**src/capsule_sdf_line_pixel_blend_assert.svh**
```systemverilog
// Assertion macros for the capsule line shader.
// Expects clk and rst_n in the scope of use; no other dependencies.
`ifndef CAPSULE_SDF_LINE_PIXEL_BLEND_ASSERT_SVH
`define CAPSULE_SDF_LINE_PIXEL_BLEND_ASSERT_SVH

// cond must never hold outside reset
`define CSLPB_NEVER(label, cond, msg) \
  label: assert property (@(posedge clk) disable iff (!rst_n) !(cond)) else $error(msg);

// cond must hold in the cycle after reset is applied
`define CSLPB_AFTER_RESET(label, cond, msg) \
  label: assert property (@(posedge clk) !rst_n |=> (cond)) else $error(msg);

`endif

```
**src/cslpb_pkg.sv**
```systemverilog
// Shared widths, codes and transaction types for the capsule line shader.
// No dependencies.
package cslpb_pkg;

  localparam int COORD_BITS = 12;
  localparam int PIX_BITS   = COORD_BITS - 1;
  localparam int DIFF_BITS  = COORD_BITS + 1;
  localparam int DOT_BITS   = 2 * COORD_BITS + 2;
  localparam int LEN2_BITS  = 2 * COORD_BITS + 1;
  localparam int H_FRAC     = 16;
  localparam int H_BITS     = H_FRAC + 1;
  localparam int NUM_BITS   = DIFF_BITS + H_FRAC + 2;
  localparam int DX_BITS    = COORD_BITS + 2;
  localparam int SQ_BITS    = 2 * COORD_BITS + 3;
  localparam int ROOT_BITS  = (SQ_BITS + H_FRAC + 1) / 2;
  localparam int RAD_BITS   = 2 * ROOT_BITS;
  localparam int REM_BITS   = ROOT_BITS + 2;

  localparam int COLOR_BITS    = 16;
  localparam int WIDTH_BITS    = 8;
  localparam int COV_BITS      = 8;
  localparam int CFG_IDX_BITS  = 2;
  localparam int CFG_DATA_BITS = 16;
  localparam int CNT_BITS      = 3;
  localparam int MIDQ_DEPTH    = 4;
  localparam int MIDQ_IDX      = 2;

  localparam logic [CFG_IDX_BITS-1:0] REG_LINE_WIDTH = 2'd0;
  localparam logic [CFG_IDX_BITS-1:0] REG_LINE_COLOR = 2'd1;

  // how the projection fraction is formed
  typedef logic [1:0] hsel_t;
  localparam hsel_t HS_ZERO = 2'd0;
  localparam hsel_t HS_ONE  = 2'd1;
  localparam hsel_t HS_DIV  = 2'd2;

  typedef struct packed {
    logic signed [DIFF_BITS-1:0] pax;
    logic signed [DIFF_BITS-1:0] pay;
    logic signed [DIFF_BITS-1:0] bax;
    logic signed [DIFF_BITS-1:0] bay;
    hsel_t                       hsel;
    logic [COLOR_BITS-1:0]       bg;
  } side_t;

  typedef struct packed {
    side_t                side;
    logic [LEN2_BITS-1:0] dividend;
    logic [LEN2_BITS-1:0] divisor;
  } work_t;

  typedef struct packed {
    logic [WIDTH_BITS-1:0] width;
    logic [COLOR_BITS-1:0] color;
  } cfg_t;

  typedef struct packed {
    logic [CNT_BITS-1:0] count;
  } stat_t;

endpackage

```
**src/cslpb_queue.sv**
```systemverilog
// Short queue between the front end and the back end.
// Uses cslpb_pkg.
module cslpb_queue (
  input  logic             clk,
  input  logic             rst_n,
  input  logic             push,
  input  cslpb_pkg::work_t push_data,
  input  logic             pop,
  output cslpb_pkg::work_t pop_data,
  output logic             empty,
  output logic             full,
  output cslpb_pkg::stat_t stat
);
  import cslpb_pkg::*;

  work_t               mem_r [MIDQ_DEPTH];
  logic [MIDQ_IDX-1:0] wr_ptr_r, rd_ptr_r;
  logic [CNT_BITS-1:0] count_r;

  assign empty      = (count_r == '0);
  assign full       = (count_r == CNT_BITS'(MIDQ_DEPTH));
  assign pop_data   = mem_r[rd_ptr_r];
  assign stat.count = count_r;

  always_ff @(posedge clk) begin
    if (!rst_n) begin
      wr_ptr_r <= '0;
      rd_ptr_r <= '0;
      count_r  <= '0;
    end else begin
      if (push) begin
        wr_ptr_r <= wr_ptr_r + 1'b1;
      end
      if (pop) begin
        rd_ptr_r <= rd_ptr_r + 1'b1;
      end
      if (push && !pop) begin
        count_r <= count_r + 1'b1;
      end else if (pop && !push) begin
        count_r <= count_r - 1'b1;
      end
    end
  end

  always_ff @(posedge clk) begin
    if (push) begin
      mem_r[wr_ptr_r] <= push_data;
    end
  end

endmodule

```
**config.mk**
```make
export PLATFORM = sky130hd
export DESIGN_NAME = cslpb_queue
export DESIGN_NICKNAME = d
export VERILOG_FILES = /design/src/capsule_sdf_line_pixel_blend_assert.svh /design/src/cslpb_pkg.sv /design/src/cslpb_queue.sv
export SDC_FILE = /design/constraint.sdc
export NUM_CORES = 1
export LEC_CHECK = 0
export BUFFER_PORTS_ARGS = -buffer_cell sky130_fd_sc_hd__buf_4
export CORE_ASPECT_RATIO = 1.25
export CORE_UTILIZATION = 40
export CTS_CLUSTER_DIAMETER = 100
export DETAILED_ROUTE_END_ITERATION = 8
export PLACE_DENSITY_LB_ADDON = 0.25
export REMOVE_ABC_BUFFERS = 1
export SYNTH_ARGS = -nofsm -noshare
export SYNTH_HDL_FRONTEND = slang
export SYNTH_SLANG_ARGS = --single-unit
```
**constraint.sdc**
```tcl
create_clock -name clk -period 5.3 [get_ports clk]
set_input_delay 0.795 -clock clk [delete_from_list [all_inputs] [get_ports clk]]
set_output_delay 0.795 -clock clk [all_outputs]
set_load 0.01 [all_outputs]
```
-- Yosys cells after proc, flatten, opt, wreduce, memory -nomap -nowiden
Memory sizes are Yosys's and may differ from the RTL's. A register that Yosys moved wholly into a read port is not among the register bits.
Cells that the tools add are included.
W data, S select, Z words.
- add/sub/neg operators: 4
- eq/ne operators: 1
- muxes and demuxes: 6
- reduce and logical (&&, ||, !) cells: 6
- operators by type and width (operator ; count):
    $mux W3 ; 2
    $add A2 B1 Y2 const B ; 2
    $mux W2 ; 2
    $add A3 B1 Y3 const B ; 1
    $eq A3 B3 Y1 const B ; 1
    $logic_not A3 Y1 ; 1
    $sub A3 B1 Y3 const B ; 1
    $logic_and A1 B1 Y1 ; 2
    $logic_not A1 Y1 ; 2
    $mux W1 ; 2
    $reduce_bool A2 Y1 ; 1
- flip-flop bits (word level): 7
- bits in writable memories: 480
- input bits: 124
- word-level logic and storage cells: 21
- memories kept: 1
- memory list (memory ; words ; bits a word ; rd ports ; clocked after Yosys merged registers in ; wr ports ; line ; text):
    mem_r ; 4 ; 120 ; 1 ; 1 ; 1 ; cslpb_queue.sv:16 ; work_t mem_r [MIDQ_DEPTH];

-- Longest topological paths before layout
- word-level depth: 4
- gate-level depth with buffers: 7

-- Worst setup path after synthesis
OpenSTA, ideal clock, no wires.
- path kind: input port to flip-flop
- from: input port push
- to: memory mem_r[0][0] (netlist name) (enable)
- library setup time: 493 ps
- data arrival time: 3550 ps
- setup slack: 1258 ps
- stages on the path: 1
- buffers on the path: 0
- path through: and2_1
- longest elaborated chain between the ends: 2
- ends and longest elaborated chain (item ; line ; text):
    start, declared ; cslpb_queue.sv:6 ; input logic push,
    $mux W1 ; cslpb_queue.sv:46 ; if (push) begin
    $mux W1 (implied by the code) ; cslpb_queue.sv:47 ; mem_r[wr_ptr_r] <= push_data;
    end, declared ; cslpb_queue.sv:16 ;
No other way between the ends.

==> out/results.md <==
| Quantity | Value | Unit |
|---|---|---|
| Number of synthesized register bits | 489 | - |
| Nature of the critical path startpoint | flop | - |
| Cells after synthesis | 669 | - |
| Fill cell instance count of the final layout | 3,481 | - |
| Area of the multi-input gates | 2963 | µm² |
| Overall power | 8.632 | mW |
| Post-CTS Setup Repair Bufs | 0 | - |
| Multiplexer share of the synthesized area | 15.34 | % |
| Global placer's final weighted congestion | 0.6813 | - |
| Post-CTS Resized | 0 | - |
| Total number of yosys warnings | 0 | - |
| Initial Utilization | 40.91 | % |
| Core area | 43,390 | µm² |
| Clock net sink count | 489 | - |
| Flip-flop cell with the highest count after synthesis | edfxtp_1 | - |
| Switching Share | 21.63 | % |
| Adder-cell share of the synthesized area | 0.4651 | % |
| WP data arrival | 2.71 | ns |
| Clk_skew | 0.01213 | ns |
| Switching power total | 1.867 | mW |
| Sequential cell area in the final layout | 14,600 | µm² |
| Via density | 5.044 | - |
| Final-layout setup total negative slack | 0 | ns |
| Fraction of the mapped netlist area in compound gates | 0.07048 | % |
| Leading post-synthesis cells by instance count | 480 x edfxtp_1, 120 x mux4_2, 12 x buf_2 | - |
| Mean instance size in the synthesized netlist | 26.54 | µm² |
| Tmin final | 3.504 | ns |
| Timing endpoint of the critical path | pop_data[113] | - |
| Part of the total power dissipated in the clock network | 37.4 | % |
| Register-to-register setup slack | 2.98 | ns |
| CP Data Required Time | 4.51 | ns |
| Total CTS buffers | 47 | - |
| Clock Root Buffer | clkbuf_16 | - |
| Number of violations reported at the end of detailed-routing iteration 0 | 399 | - |
| Die area | 45,230 | µm² |
| Count of antenna diodes in the layout | 0 | - |
| First-pass GRT wire length | 50,990 | µm |
| Final setup violating endpoints | 0 | - |
| Netlist cell types | 21 | - |
| CTS tree | yes | - |
| Antenna violations before repair | 1 | - |
| Sequential cell area fraction in the yosys report | 82.20 | % |
| Post-Route WL | 34,090 | µm |
| Share of async-settable or async-resettable flops after synthesis | 0 | % |
| Most used standard cell by instance count after synthesis | edfxtp_1 | - |
| # port buffers | 248 | - |
| Number of primary I/O pins | 249 | - |
| Insertion delay of the later-clocked pin in the worst-skew pair | 0.56 | ns |
| Static Leakage | 7.271 | nW |
| Detailed placement HPWL | 19,480 | µm |
| Hold Violations, Final | 0 | - |
| Slew Viols, Final | 0 | - |
| Remaining global-route overflow | 0 | - |
| Area Overhead vs Synth | 22.64 | % |
| Share of cells above drive strength 1 | 45.55 | % |
| Clock transition at path regs | 0.06 | ns |
| Area share of xor/xnor cells in the synthesized design | 0.2467 | % |
| Cell Area, Placed | 20,290 | µm² |
| Setup slack at placement | 2.334 | ns |
| Worst-path maximum fanout | 50 | - |
| Worst flop-to-flop path endpoint | mem_r[3][10]$_DFFE_PP_ | - |
| Final design utilization | 50.18 | % |
| Worst IR Drop VDD | 0.2619 | mV |
| Final routed DRC violation total | 0 | - |
| Setup repair after global routing missed its margin | no | - |
| Post-Synth Simple-Gate Area | 0.5145 | % |
| Worst flop-to-flop path startpoint | wr_ptr_r[0]$_SDFFE_PN0P_ | - |
| Classification of the worst-slack hold path | in2reg | - |
| Final instance area | 21,770 | µm² |
| Critical path class | reg2out | - |
| Internal | 6.765 | mW |
| Number of global-route vias before repair | 8,324 | - |
| 1st-pass router iterations | 6 | - |
| Detailed-route wire length per cell | 21.95 | µm |
| Buffers from clock root to sink, at most | 3 | - |
| Total power density per cell area | 396.4 | nW/µm² |
| Crit end category | output pin | - |
| Total global routing track utilization | 15.35 | % |
| Vert. Die Dim | 237.5 | µm |
| Gate power share | 10.3 | % |
| Count of cells along the worst register-to-register path | 3 | - |
| Worst setup margin | 1.796 | ns |
| Transition at the pin with the smallest max-transition slack | 1.069 | ns |
| Power share of the sequential group | 52.3 | % |
| Outcome | complete, no violations | - |
| Die span in x | 190.4 | µm |
| Dominant combinational cell family by area after synthesis | multiplexers | - |
| Final antenna-violating net count | 0 | - |
| Area share of the leading cell type in the synthesized netlist | 81.19 | % |
| Via total after detailed routing | 7,833 | - |
| Period utilisation layout | 66.10 | % |
| Pin count of the biggest net entering global routing | 86 | - |
| Standard-cell rows | 85 | - |
| Hold_buf cts | 0 | - |
| Number of enable-type register cells in the synthesized netlist | 480 | - |
| Post-synth design cell area | 17,750 | µm² |
| Worst max-slew margin expressed relative to the limit | 28.71 | % |
| Number of H-tree levels | 2 | - |
| Net count reported at finish | 1,080 | - |
| Top cells by area in the synthesized netlist | edfxtp_1 81%, mux4_2 15%, dfxtp_1 1.0%, buf_6 0.63%, ha_1 0.35% | - |
| Timing-limited maximum frequency | 285.4 | MHz |
| Maximum capacitance violations | 0 | - |
| Synth area leader | edfxtp_1 | - |
layout make-up:
class / count / share of cell area, %
multi-input cells: 150 / 13.61
repair buffers: 258 / 9.183
inverters: 4 / 0.06896
well taps: 565 / 3.247
clock buffers: 56 / 5.655
clock inverters: 31 / 1.178
flip-flops and latches: 489 / 67.06
flip-flops by register name, indices dropped and copies added (netlist names), named ones only:
| name | cells |
|---|---|
| mem_r | 480 |
| rd_ptr_r | 2 |
| stat | 3 |
| wr_ptr_r | 2 |
cell usage in the layout, fill, tap and decap left out, types with 5 or more instances in the layout:
master,n
ha_1,5
clkbuf_16,48
clkinv_1,13
clkinv_2,11
clkbuf_1,8
edfxtp_1,480
mux4_2,120
buf_4,253
and2_1,5
dfxtp_1,7
buf_12,5
routing by layer:
metal  GRT usage [%]  share of wire (%)  routed length [µm]  up-vias
li1                -                  -                   -     3451
met3           3.219                4.8                1642       55
met2           26.49                 53               18150      186
met1           18.93                 40               13470     4139
met5               0              0.038                  13        -
met4           5.697                2.4                 816        2
worst min path at each step:
stage / startpoint / to / cells past startpoint
5_1_grt: push_data[88] / mem_r[0][88]$_DFFE_PP_ / 1
3_5_place_dp: stat[2]$_SDFFE_PN0P_ / stat[2]$_SDFFE_PN0P_ / 2
2_1_floorplan: wr_ptr_r[1]$_SDFFE_PN0P_ / wr_ptr_r[1]$_SDFFE_PN0P_ / 2
6_report: push_data[40] / mem_r[3][40]$_DFFE_PP_ / 1
3_3_place_gp: stat[2]$_SDFFE_PN0P_ / stat[2]$_SDFFE_PN0P_ / 2
4_1_cts: push_data[29] / mem_r[2][29]$_DFFE_PP_ / 1
cell families (layout without fill, tap and decap cells):
kind of cell / count (synthesis) / in the layout
simple gates: 15 / 15
compound gates: 2 / 2
flops: 489 / 489
buf+inv: 30 / 349
xor+xnor: 5 / 5
fa+ha+maj: 6 / 6
mux: 122 / 122
worst max-delay path: stages (launching register included):
cell	delay, ns
dfxtp_4	0.82
buf_12	0.41
mux4_2	0.60
buf_4	0.17
metrics by stage:
stage,hold slack [ns],cells
4_1_cts,0.3745,1553
3_3_place_gp,0.5165,1466
2_1_floorplan,0.5276,643
5_1_grt,0.3854,1553
3_5_place_dp,0.5261,1466
6_report,0.4211,1553
power groups by stage:
stage	Sequential (mW)	Clock (mW)	Combinational, mW
global placement	4.60	0	0.912
detailed placement	4.60	0	0.918
floorplan	4.64	0	0.444
global route	4.53	3.45	0.961
finish	4.52	3.23	0.890
CTS	4.52	3.32	0.920
No activity file was read; power rests on OpenSTA's default activity.
