`config.mk`:
```
export PLATFORM = sky130hd
export DESIGN_NAME = cslpb_front
export DESIGN_NICKNAME = d
export VERILOG_FILES = /design/src/capsule_sdf_line_pixel_blend_assert.svh /design/src/cslpb_pkg.sv /design/src/cslpb_front.sv
export SDC_FILE = /design/constraint.sdc
export NUM_CORES = 2
export LEC_CHECK = 0
export ABC_AREA = 0
export BUFFER_PORTS_ARGS = -buffer_cell sky130_fd_sc_hd__clkbuf_2
export CORE_UTILIZATION = 45
export DETAILED_ROUTE_END_ITERATION = 8
export PLACE_DENSITY = 0.73
export SLEW_MARGIN = 15
export SYNTH_ARGS = -nofsm -noshare
export SYNTH_HDL_FRONTEND = slang
export SYNTH_SLANG_ARGS = --single-unit
```
`constraint.sdc`:
```
create_clock -name clk -period 10.06 [get_ports clk]
set_input_delay 0.503 -clock clk [delete_from_list [all_inputs] [get_ports clk]]
set_output_delay 0.503 -clock clk [all_outputs]
set_load 0.005 [all_outputs]
```
`src/capsule_sdf_line_pixel_blend_assert.svh`:
```
// Assertion macros for the capsule line shader.
// Expects clk and rst_n in the scope of use; no other dependencies.
`ifndef CAPSULE_SDF_LINE_PIXEL_BLEND_ASSERT_SVH
`define CAPSULE_SDF_LINE_PIXEL_BLEND_ASSERT_SVH

// cond must never hold outside reset
`define CSLPB_NEVER(label, cond, msg) \
  label: assert property (@(posedge clk) disable iff (!rst_n) !(cond)) else $error(msg);

// cond must hold in the cycle after reset is applied
`define CSLPB_AFTER_RESET(label, cond, msg) \
  label: assert property (@(posedge clk) !rst_n |=> (cond)) else $error(msg);

`endif

```
`src/cslpb_pkg.sv`:
```
// Shared widths, codes and transaction types for the capsule line shader.
// No dependencies.
package cslpb_pkg;

  localparam int COORD_BITS = 12;
  localparam int PIX_BITS   = COORD_BITS - 1;
  localparam int DIFF_BITS  = COORD_BITS + 1;
  localparam int DOT_BITS   = 2 * COORD_BITS + 2;
  localparam int LEN2_BITS  = 2 * COORD_BITS + 1;
  localparam int H_FRAC     = 16;
  localparam int H_BITS     = H_FRAC + 1;
  localparam int NUM_BITS   = DIFF_BITS + H_FRAC + 2;
  localparam int DX_BITS    = COORD_BITS + 2;
  localparam int SQ_BITS    = 2 * COORD_BITS + 3;
  localparam int ROOT_BITS  = (SQ_BITS + H_FRAC + 1) / 2;
  localparam int RAD_BITS   = 2 * ROOT_BITS;
  localparam int REM_BITS   = ROOT_BITS + 2;

  localparam int COLOR_BITS    = 16;
  localparam int WIDTH_BITS    = 8;
  localparam int COV_BITS      = 8;
  localparam int CFG_IDX_BITS  = 2;
  localparam int CFG_DATA_BITS = 16;
  localparam int CNT_BITS      = 3;
  localparam int MIDQ_DEPTH    = 4;
  localparam int MIDQ_IDX      = 2;

  localparam logic [CFG_IDX_BITS-1:0] REG_LINE_WIDTH = 2'd0;
  localparam logic [CFG_IDX_BITS-1:0] REG_LINE_COLOR = 2'd1;

  // how the projection fraction is formed
  typedef logic [1:0] hsel_t;
  localparam hsel_t HS_ZERO = 2'd0;
  localparam hsel_t HS_ONE  = 2'd1;
  localparam hsel_t HS_DIV  = 2'd2;

  typedef struct packed {
    logic signed [DIFF_BITS-1:0] pax;
    logic signed [DIFF_BITS-1:0] pay;
    logic signed [DIFF_BITS-1:0] bax;
    logic signed [DIFF_BITS-1:0] bay;
    hsel_t                       hsel;
    logic [COLOR_BITS-1:0]       bg;
  } side_t;

  typedef struct packed {
    side_t                side;
    logic [LEN2_BITS-1:0] dividend;
    logic [LEN2_BITS-1:0] divisor;
  } work_t;

  typedef struct packed {
    logic [WIDTH_BITS-1:0] width;
    logic [COLOR_BITS-1:0] color;
  } cfg_t;

  typedef struct packed {
    logic [CNT_BITS-1:0] count;
  } stat_t;

endpackage

```
`src/cslpb_front.sv`:
```
// Front end: endpoint offsets, dot products and projection classification.
// Uses cslpb_pkg.
module cslpb_front (
  input  logic                                 clk,
  input  logic                                 rst_n,
  input  logic                                 in_push,
  output logic                                 in_full,
  input  logic [cslpb_pkg::PIX_BITS-1:0]       pixel_x,
  input  logic [cslpb_pkg::PIX_BITS-1:0]       pixel_y,
  input  logic signed [cslpb_pkg::COORD_BITS-1:0] start_x,
  input  logic signed [cslpb_pkg::COORD_BITS-1:0] start_y,
  input  logic signed [cslpb_pkg::COORD_BITS-1:0] end_x,
  input  logic signed [cslpb_pkg::COORD_BITS-1:0] end_y,
  input  logic [cslpb_pkg::COLOR_BITS-1:0]     background_color,
  output logic                                 q_push,
  output cslpb_pkg::work_t                     q_data,
  input  logic                                 q_full
);
  import cslpb_pkg::*;

  logic adv;

  logic                        v1_r, v2_r, v3_r;
  logic signed [DIFF_BITS-1:0] pax1_r, pay1_r, bax1_r, bay1_r;
  logic [COLOR_BITS-1:0]       bg1_r, bg2_r;
  logic signed [DIFF_BITS-1:0] pax2_r, pay2_r, bax2_r, bay2_r;
  logic signed [2*DIFF_BITS-1:0] ppx2_r, ppy2_r, bbx2_r, bby2_r;
  work_t                       w3_r;

  logic signed [DOT_BITS-1:0]  top;
  logic [LEN2_BITS-1:0]        len2;
  work_t                       w3_nxt;

  assign adv     = !q_full;
  assign in_full = q_full;
  assign q_push  = v3_r && adv;
  assign q_data  = w3_r;

  always_ff @(posedge clk) begin
    if (!rst_n) begin
      v1_r <= 1'b0;
      v2_r <= 1'b0;
      v3_r <= 1'b0;
    end else if (adv) begin
      v1_r <= in_push;
      v2_r <= v1_r;
      v3_r <= v2_r;
    end
  end

  always_ff @(posedge clk) begin
    if (adv) begin
      pax1_r <= $signed({2'b00, pixel_x}) - $signed({start_x[COORD_BITS-1], start_x});
      pay1_r <= $signed({2'b00, pixel_y}) - $signed({start_y[COORD_BITS-1], start_y});
      bax1_r <= $signed({end_x[COORD_BITS-1], end_x}) - $signed({start_x[COORD_BITS-1], start_x});
      bay1_r <= $signed({end_y[COORD_BITS-1], end_y}) - $signed({start_y[COORD_BITS-1], start_y});
      bg1_r  <= background_color;

      ppx2_r <= pax1_r * bax1_r;
      ppy2_r <= pay1_r * bay1_r;
      bbx2_r <= bax1_r * bax1_r;
      bby2_r <= bay1_r * bay1_r;
      pax2_r <= pax1_r;
      pay2_r <= pay1_r;
      bax2_r <= bax1_r;
      bay2_r <= bay1_r;
      bg2_r  <= bg1_r;

      w3_r <= w3_nxt;
    end
  end

  always_comb begin
    top  = DOT_BITS'(ppx2_r) + DOT_BITS'(ppy2_r);
    len2 = LEN2_BITS'(bbx2_r) + LEN2_BITS'(bby2_r);
    w3_nxt.side.pax = pax2_r;
    w3_nxt.side.pay = pay2_r;
    w3_nxt.side.bax = bax2_r;
    w3_nxt.side.bay = bay2_r;
    w3_nxt.side.bg  = bg2_r;
    w3_nxt.dividend = LEN2_BITS'(top);
    w3_nxt.divisor  = len2;
    // degenerate segment measures from the end point
    if (len2 == '0 || top >= $signed({1'b0, len2})) begin
      w3_nxt.side.hsel = HS_ONE;
    end else if (top[DOT_BITS-1] || top == '0) begin
      w3_nxt.side.hsel = HS_ZERO;
    end else begin
      w3_nxt.side.hsel = HS_DIV;
    end
  end

endmodule

```
Yosys cells after proc, flatten, opt, wreduce, memory -nomap -nowiden:

Cells that the tools add are included.

* $add $sub $neg: 6
* multipliers: 4
* magnitude comparators: 1
* mux-type cells: 1
* reduce and logical (&&, ||, !) cells: 6

Operators with widths (number)
* $mul A13 B13 Y26: 2
* $sub A12 B12 Y13: 4
* $mul A13 B13 Y25: 2
* $add A26 B26 Y26: 1
* $ge A26 B26 Y1: 1
* $logic_not A26 Y1: 1
* $add A25 B25 Y25: 1
* $logic_not A25 Y1: 1
* $logic_or A1 B1 Y1: 2
* $mux W2: 1
* $logic_and A1 B1 Y1: 1
* $logic_not A1 Y1: 1

* register bits after elaboration: 361
* word-level logic and storage cells: 43

Longest topological paths before layout:

* depth after elaboration: 4
* gate-level depth with buffers: 27
* mapped depth without buffers: 25

Least setup slack after synthesis:

No wires, ideal clock.

* path type: input port to flip-flop
* start: in q_full
* end: reg bax1_r[0], enable pin
* library setup time: 0.702 ns
* arrival: 7.478 ns
* setup slack: 1.880 ns
* stages: 2
* cell sequence: clkbuf_1 > inv_1

RTL lines
* from (decl): line cslpb_front.sv:17 `input logic q_full`
* to (signal assigned): line cslpb_front.sv:55 `bax1_r <= $signed({end_x[COORD_BITS-1], end_x}) - $signed({start_x[COORD_BITS-1], start_x});`
* to (decl): line cslpb_front.sv:24 `logic signed [DIFF_BITS-1:0] pax1_r, pay1_r, bax1_r, bay1_r;`

No word-level cell between the ends.

Worst setup path in the final report:

* start: reg bax1_r[1]
* end: reg ppx2_r[24], data pin

* word-level cells in the longest chain between the ends: 1

Ends and longest elaborated chain
* $mul A13 B13 Y26: line cslpb_front.sv:59 `ppx2_r <= pax1_r * bax1_r;`
* to (signal assigned): line cslpb_front.sv:59
* to (decl): line cslpb_front.sv:27 `logic signed [2*DIFF_BITS-1:0] ppx2_r, ppy2_r, bbx2_r, bby2_r;`

Every way passes these cells.
A chain may end at the register's enable or synchronous reset.

==> flow_metrics.env <==
export IMPL_synth_yosys_seq_area_share=0.275
export IMPL_layout_common_cells="818 x inv_1, 603 x fa_1, 396 x ha_1"
export IMPL_viasPerCell=5.02
export IMPL_ctsHoldBuffers=0
export IMPL_ios=212
export IMPL_drt_wl_total_um=78000
export IMPL_synth_seq_cells=357
export IMPL_die_w_um=296
export IMPL_grt_ovfl_total=0
export IMPL_grtUsageTotal=0.187
export IMPL_wl_per_cell_um=15.6
export IMPL_slowest_delay_ns=0.88
export IMPL_drtAntennaViolNets=0
export IMPL_tightest_slew_ns=1.14
export IMPL_crit_required_ns=10.38
export IMPL_cts_reportedPaths_clkPinSlew_ns=0.07
export IMPL_drive_gt1_frac=0.0872
export IMPL_syn_nets=4709
export IMPL_antenna_cells=0
export IMPL_setup_tns_ns=0
export IMPL_worst_path_max_fanout=32
export IMPL_globalplace_congestion=0.889
export IMPL_die_area_um2=87700
export IMPL_finalCritPeriodShare=0.717
export IMPL_cpLargestDelayFamily="adder cells"
export IMPL_fp_coreArea_um2=85400
export IMPL_port_buffers=211
export IMPL_drt_iter0_drc=1646
export IMPL_grt_start_max_net_pins=82
export IMPL_numCtsBuffers=42
export IMPL_slew_viol_final=0
export IMPL_clockRootBuffer="clkbuf_16"
export IMPL_path_class="register to register"
export IMPL_die_h_um=296
export IMPL_relSlewSlack=0.237
export IMPL_cp_end_kind="register"
export IMPL_ys_warn_count=0
export IMPL_num_rows=107
export IMPL_outcome="finished clean"
export IMPL_path_cells="and2_1 -> fa_1 -> inv_1 -> fa_1 -> inv_1 -> fa_1 -> inv_1 -> fa_1 -> inv_1 -> fa_1 -> ha_1 -> ha_1 -> inv_1 -> o21ai_0 -> a21oi_1 -> o21ai_0 -> a41oi_1 -> a2111oi_0 -> o311a_1 -> o21ai_0 -> nand2_1 -> xor2_1"
export IMPL_setup_viol=0
export IMPL_met1_length_um=33700
export IMPL_clkLatencyLatePin_ns=0.57
export IMPL_antenna_found_initial=3
export IMPL_drv_cap=0
export IMPL_synth_edf_count=354
export IMPL_finalCriticalPeriod_ns=7.21
export IMPL_critPathArrivalTime_ns=7.53
export IMPL_hold_path_class="primary input to register"
export IMPL_yosys_cell_types_count=67
export IMPL_cts_sinks=357
export IMPL_cts_max_level=2
export IMPL_synth_area_per_cell_um2=10.8
export IMPL_crit_slowest_cell="a2111oi_0"
export IMPL_drc=0
export IMPL_drtPass1Iterations=5
export IMPL_place_detailed_hpwl_um=60200
export IMPL_met3WireLength_um=4840
export IMPL_area_growth_pct=9.51
export IMPL_cts_tree="done"
export IMPL_startpoint_type="register"
export IMPL_nNetsFinal=4896
export IMPL_clockBufferDepth=3
export IMPL_dr_wl_met2_um=37500
export IMPL_path_buf_inv=5
export IMPL_first_global_vias=26700
export IMPL_grt_pass1_wl_um=131000
export IMPL_mostFrequentLayoutCell="inv_1"
export IMPL_synth_area_um2=38900
export IMPL_synth_flop_cell="edfxtp_1"
export IMPL_initial_core_util=0.456
export IMPL_hold_violations=0
export IMPL_async_flop_share=0
export IMPL_fin_skew_ns=0.0195
export IMPL_num_vias=25000
export IMPL_fmax_mhz=139
export IMPL_rsz0062_at_grt="no"
export IMPL_postCtsSetupRepairBufs=0
export IMPL_ctsResizeCount=0
export IMPL_top_layer="met5"
export IMPL_synth_cells=3620
[kinds of logic (layout without fill, tap and decap cells)]
family / after synthesis / count (layout) / share of synthesized area
XOR/XNOR: 173 / 173 / 0.0389
AND/OR/NAND/NOR: 840 / 840 / 0.104
AO/OA/AOI/OAI: 327 / 327 / 0.0552
multiplexers: 9 / 9 / 0.00238
buffers and inverters: 915 / 1135 / 0.0883
adder cells (fa/ha/maj): 999 / 999 / 0.437
flip-flops: 357 / 357 / 0.275
[metrics by stage]
step	std cells	instance area (um^2)	util	worst slack (ns)	hold slack, ns
after floorplan	3620	38900	-	1.88	0.400
after global placement	4907	41300	0.483	3.09	0.400
after detailed placement	4907	41300	0.483	2.93	0.405
after CTS	4984	42600	0.499	2.87	0.0616
after global routing	4984	42600	0.499	2.33	0.0730
final	4984	42600	0.499	2.85	0.102
[state kept, by name, summed over array words and instances, names as in the netlist, 16 cells and up]
name	count
bg1_r	16
ppy2_r	26
ppx2_r	26
q_data	120
bg2_r	16
bbx2_r	23
bby2_r	23
[layout make-up]
cell class	instances	area (um^2)
Clock buffer	47	1090
Fill cell	7641	42800
Timing Repair Buffer	239	1270
Sequential cell	357	10700
Tap cell	1144	1430
Clock inverter	30	272
Inverter	819	3080
Multi-Input combinational cell	2348	24800
[worst paths after layout]
path	cells past startpoint	start	slack [ns]	endpoint
setup / recovery	22	bax1_r[1]	2.85	ppx2_r[24]
hold reg to reg	0	bax2_r[10]	0.41	q_data[91]
setup reg to reg	22	bax1_r[1]	2.85	ppx2_r[24]
hold / removal	1	background_color[2]	0.10	bg1_r[2]
[routing by layer]
metal,global-route usage,vias to the layer above
li1,-,11800
met5,0,-
met1,0.254,12500
met4,0.0508,2
met3,0.0256,118
met2,0.315,627
[Yosys cell counts, types with 4 or more instances]
cell type	count	area, um^2
clkbuf_1	92	345
xnor2_1	129	1130
or2_2	8	50.1
nor3_1	29	145
and2_1	195	1220
o21ai_0	61	305
nor2_1	148	556
o21ai_1	9	45.0
o2111ai_1	7	61.3
nor2b_1	26	163
nand2b_1	25	156
o31ai_1	6	45.0
a211oi_1	19	143
nor4_1	5	31.3
nand3b_1	4	30.0
a21o_1	43	323
a31oi_1	12	75.1
edfxtp_1	354	10600
a21boi_0	16	120
nand4_1	6	37.5
xor2_1	44	385
mux2i_1	7	70.1
nand3_1	29	145
nand2_1	330	1240
o41ai_1	4	35.0
or4_1	4	30.0
or3_1	9	56.3
o21bai_1	19	143
a21oi_1	76	380
ha_1	396	4950
inv_1	819	3070
and3_1	10	62.6
o21a_1	20	150
fa_1	603	12100
Power is left out: the tool's default activity adds up to more than one toggle a clock period on the data nets, which glitch-free logic cannot reach.
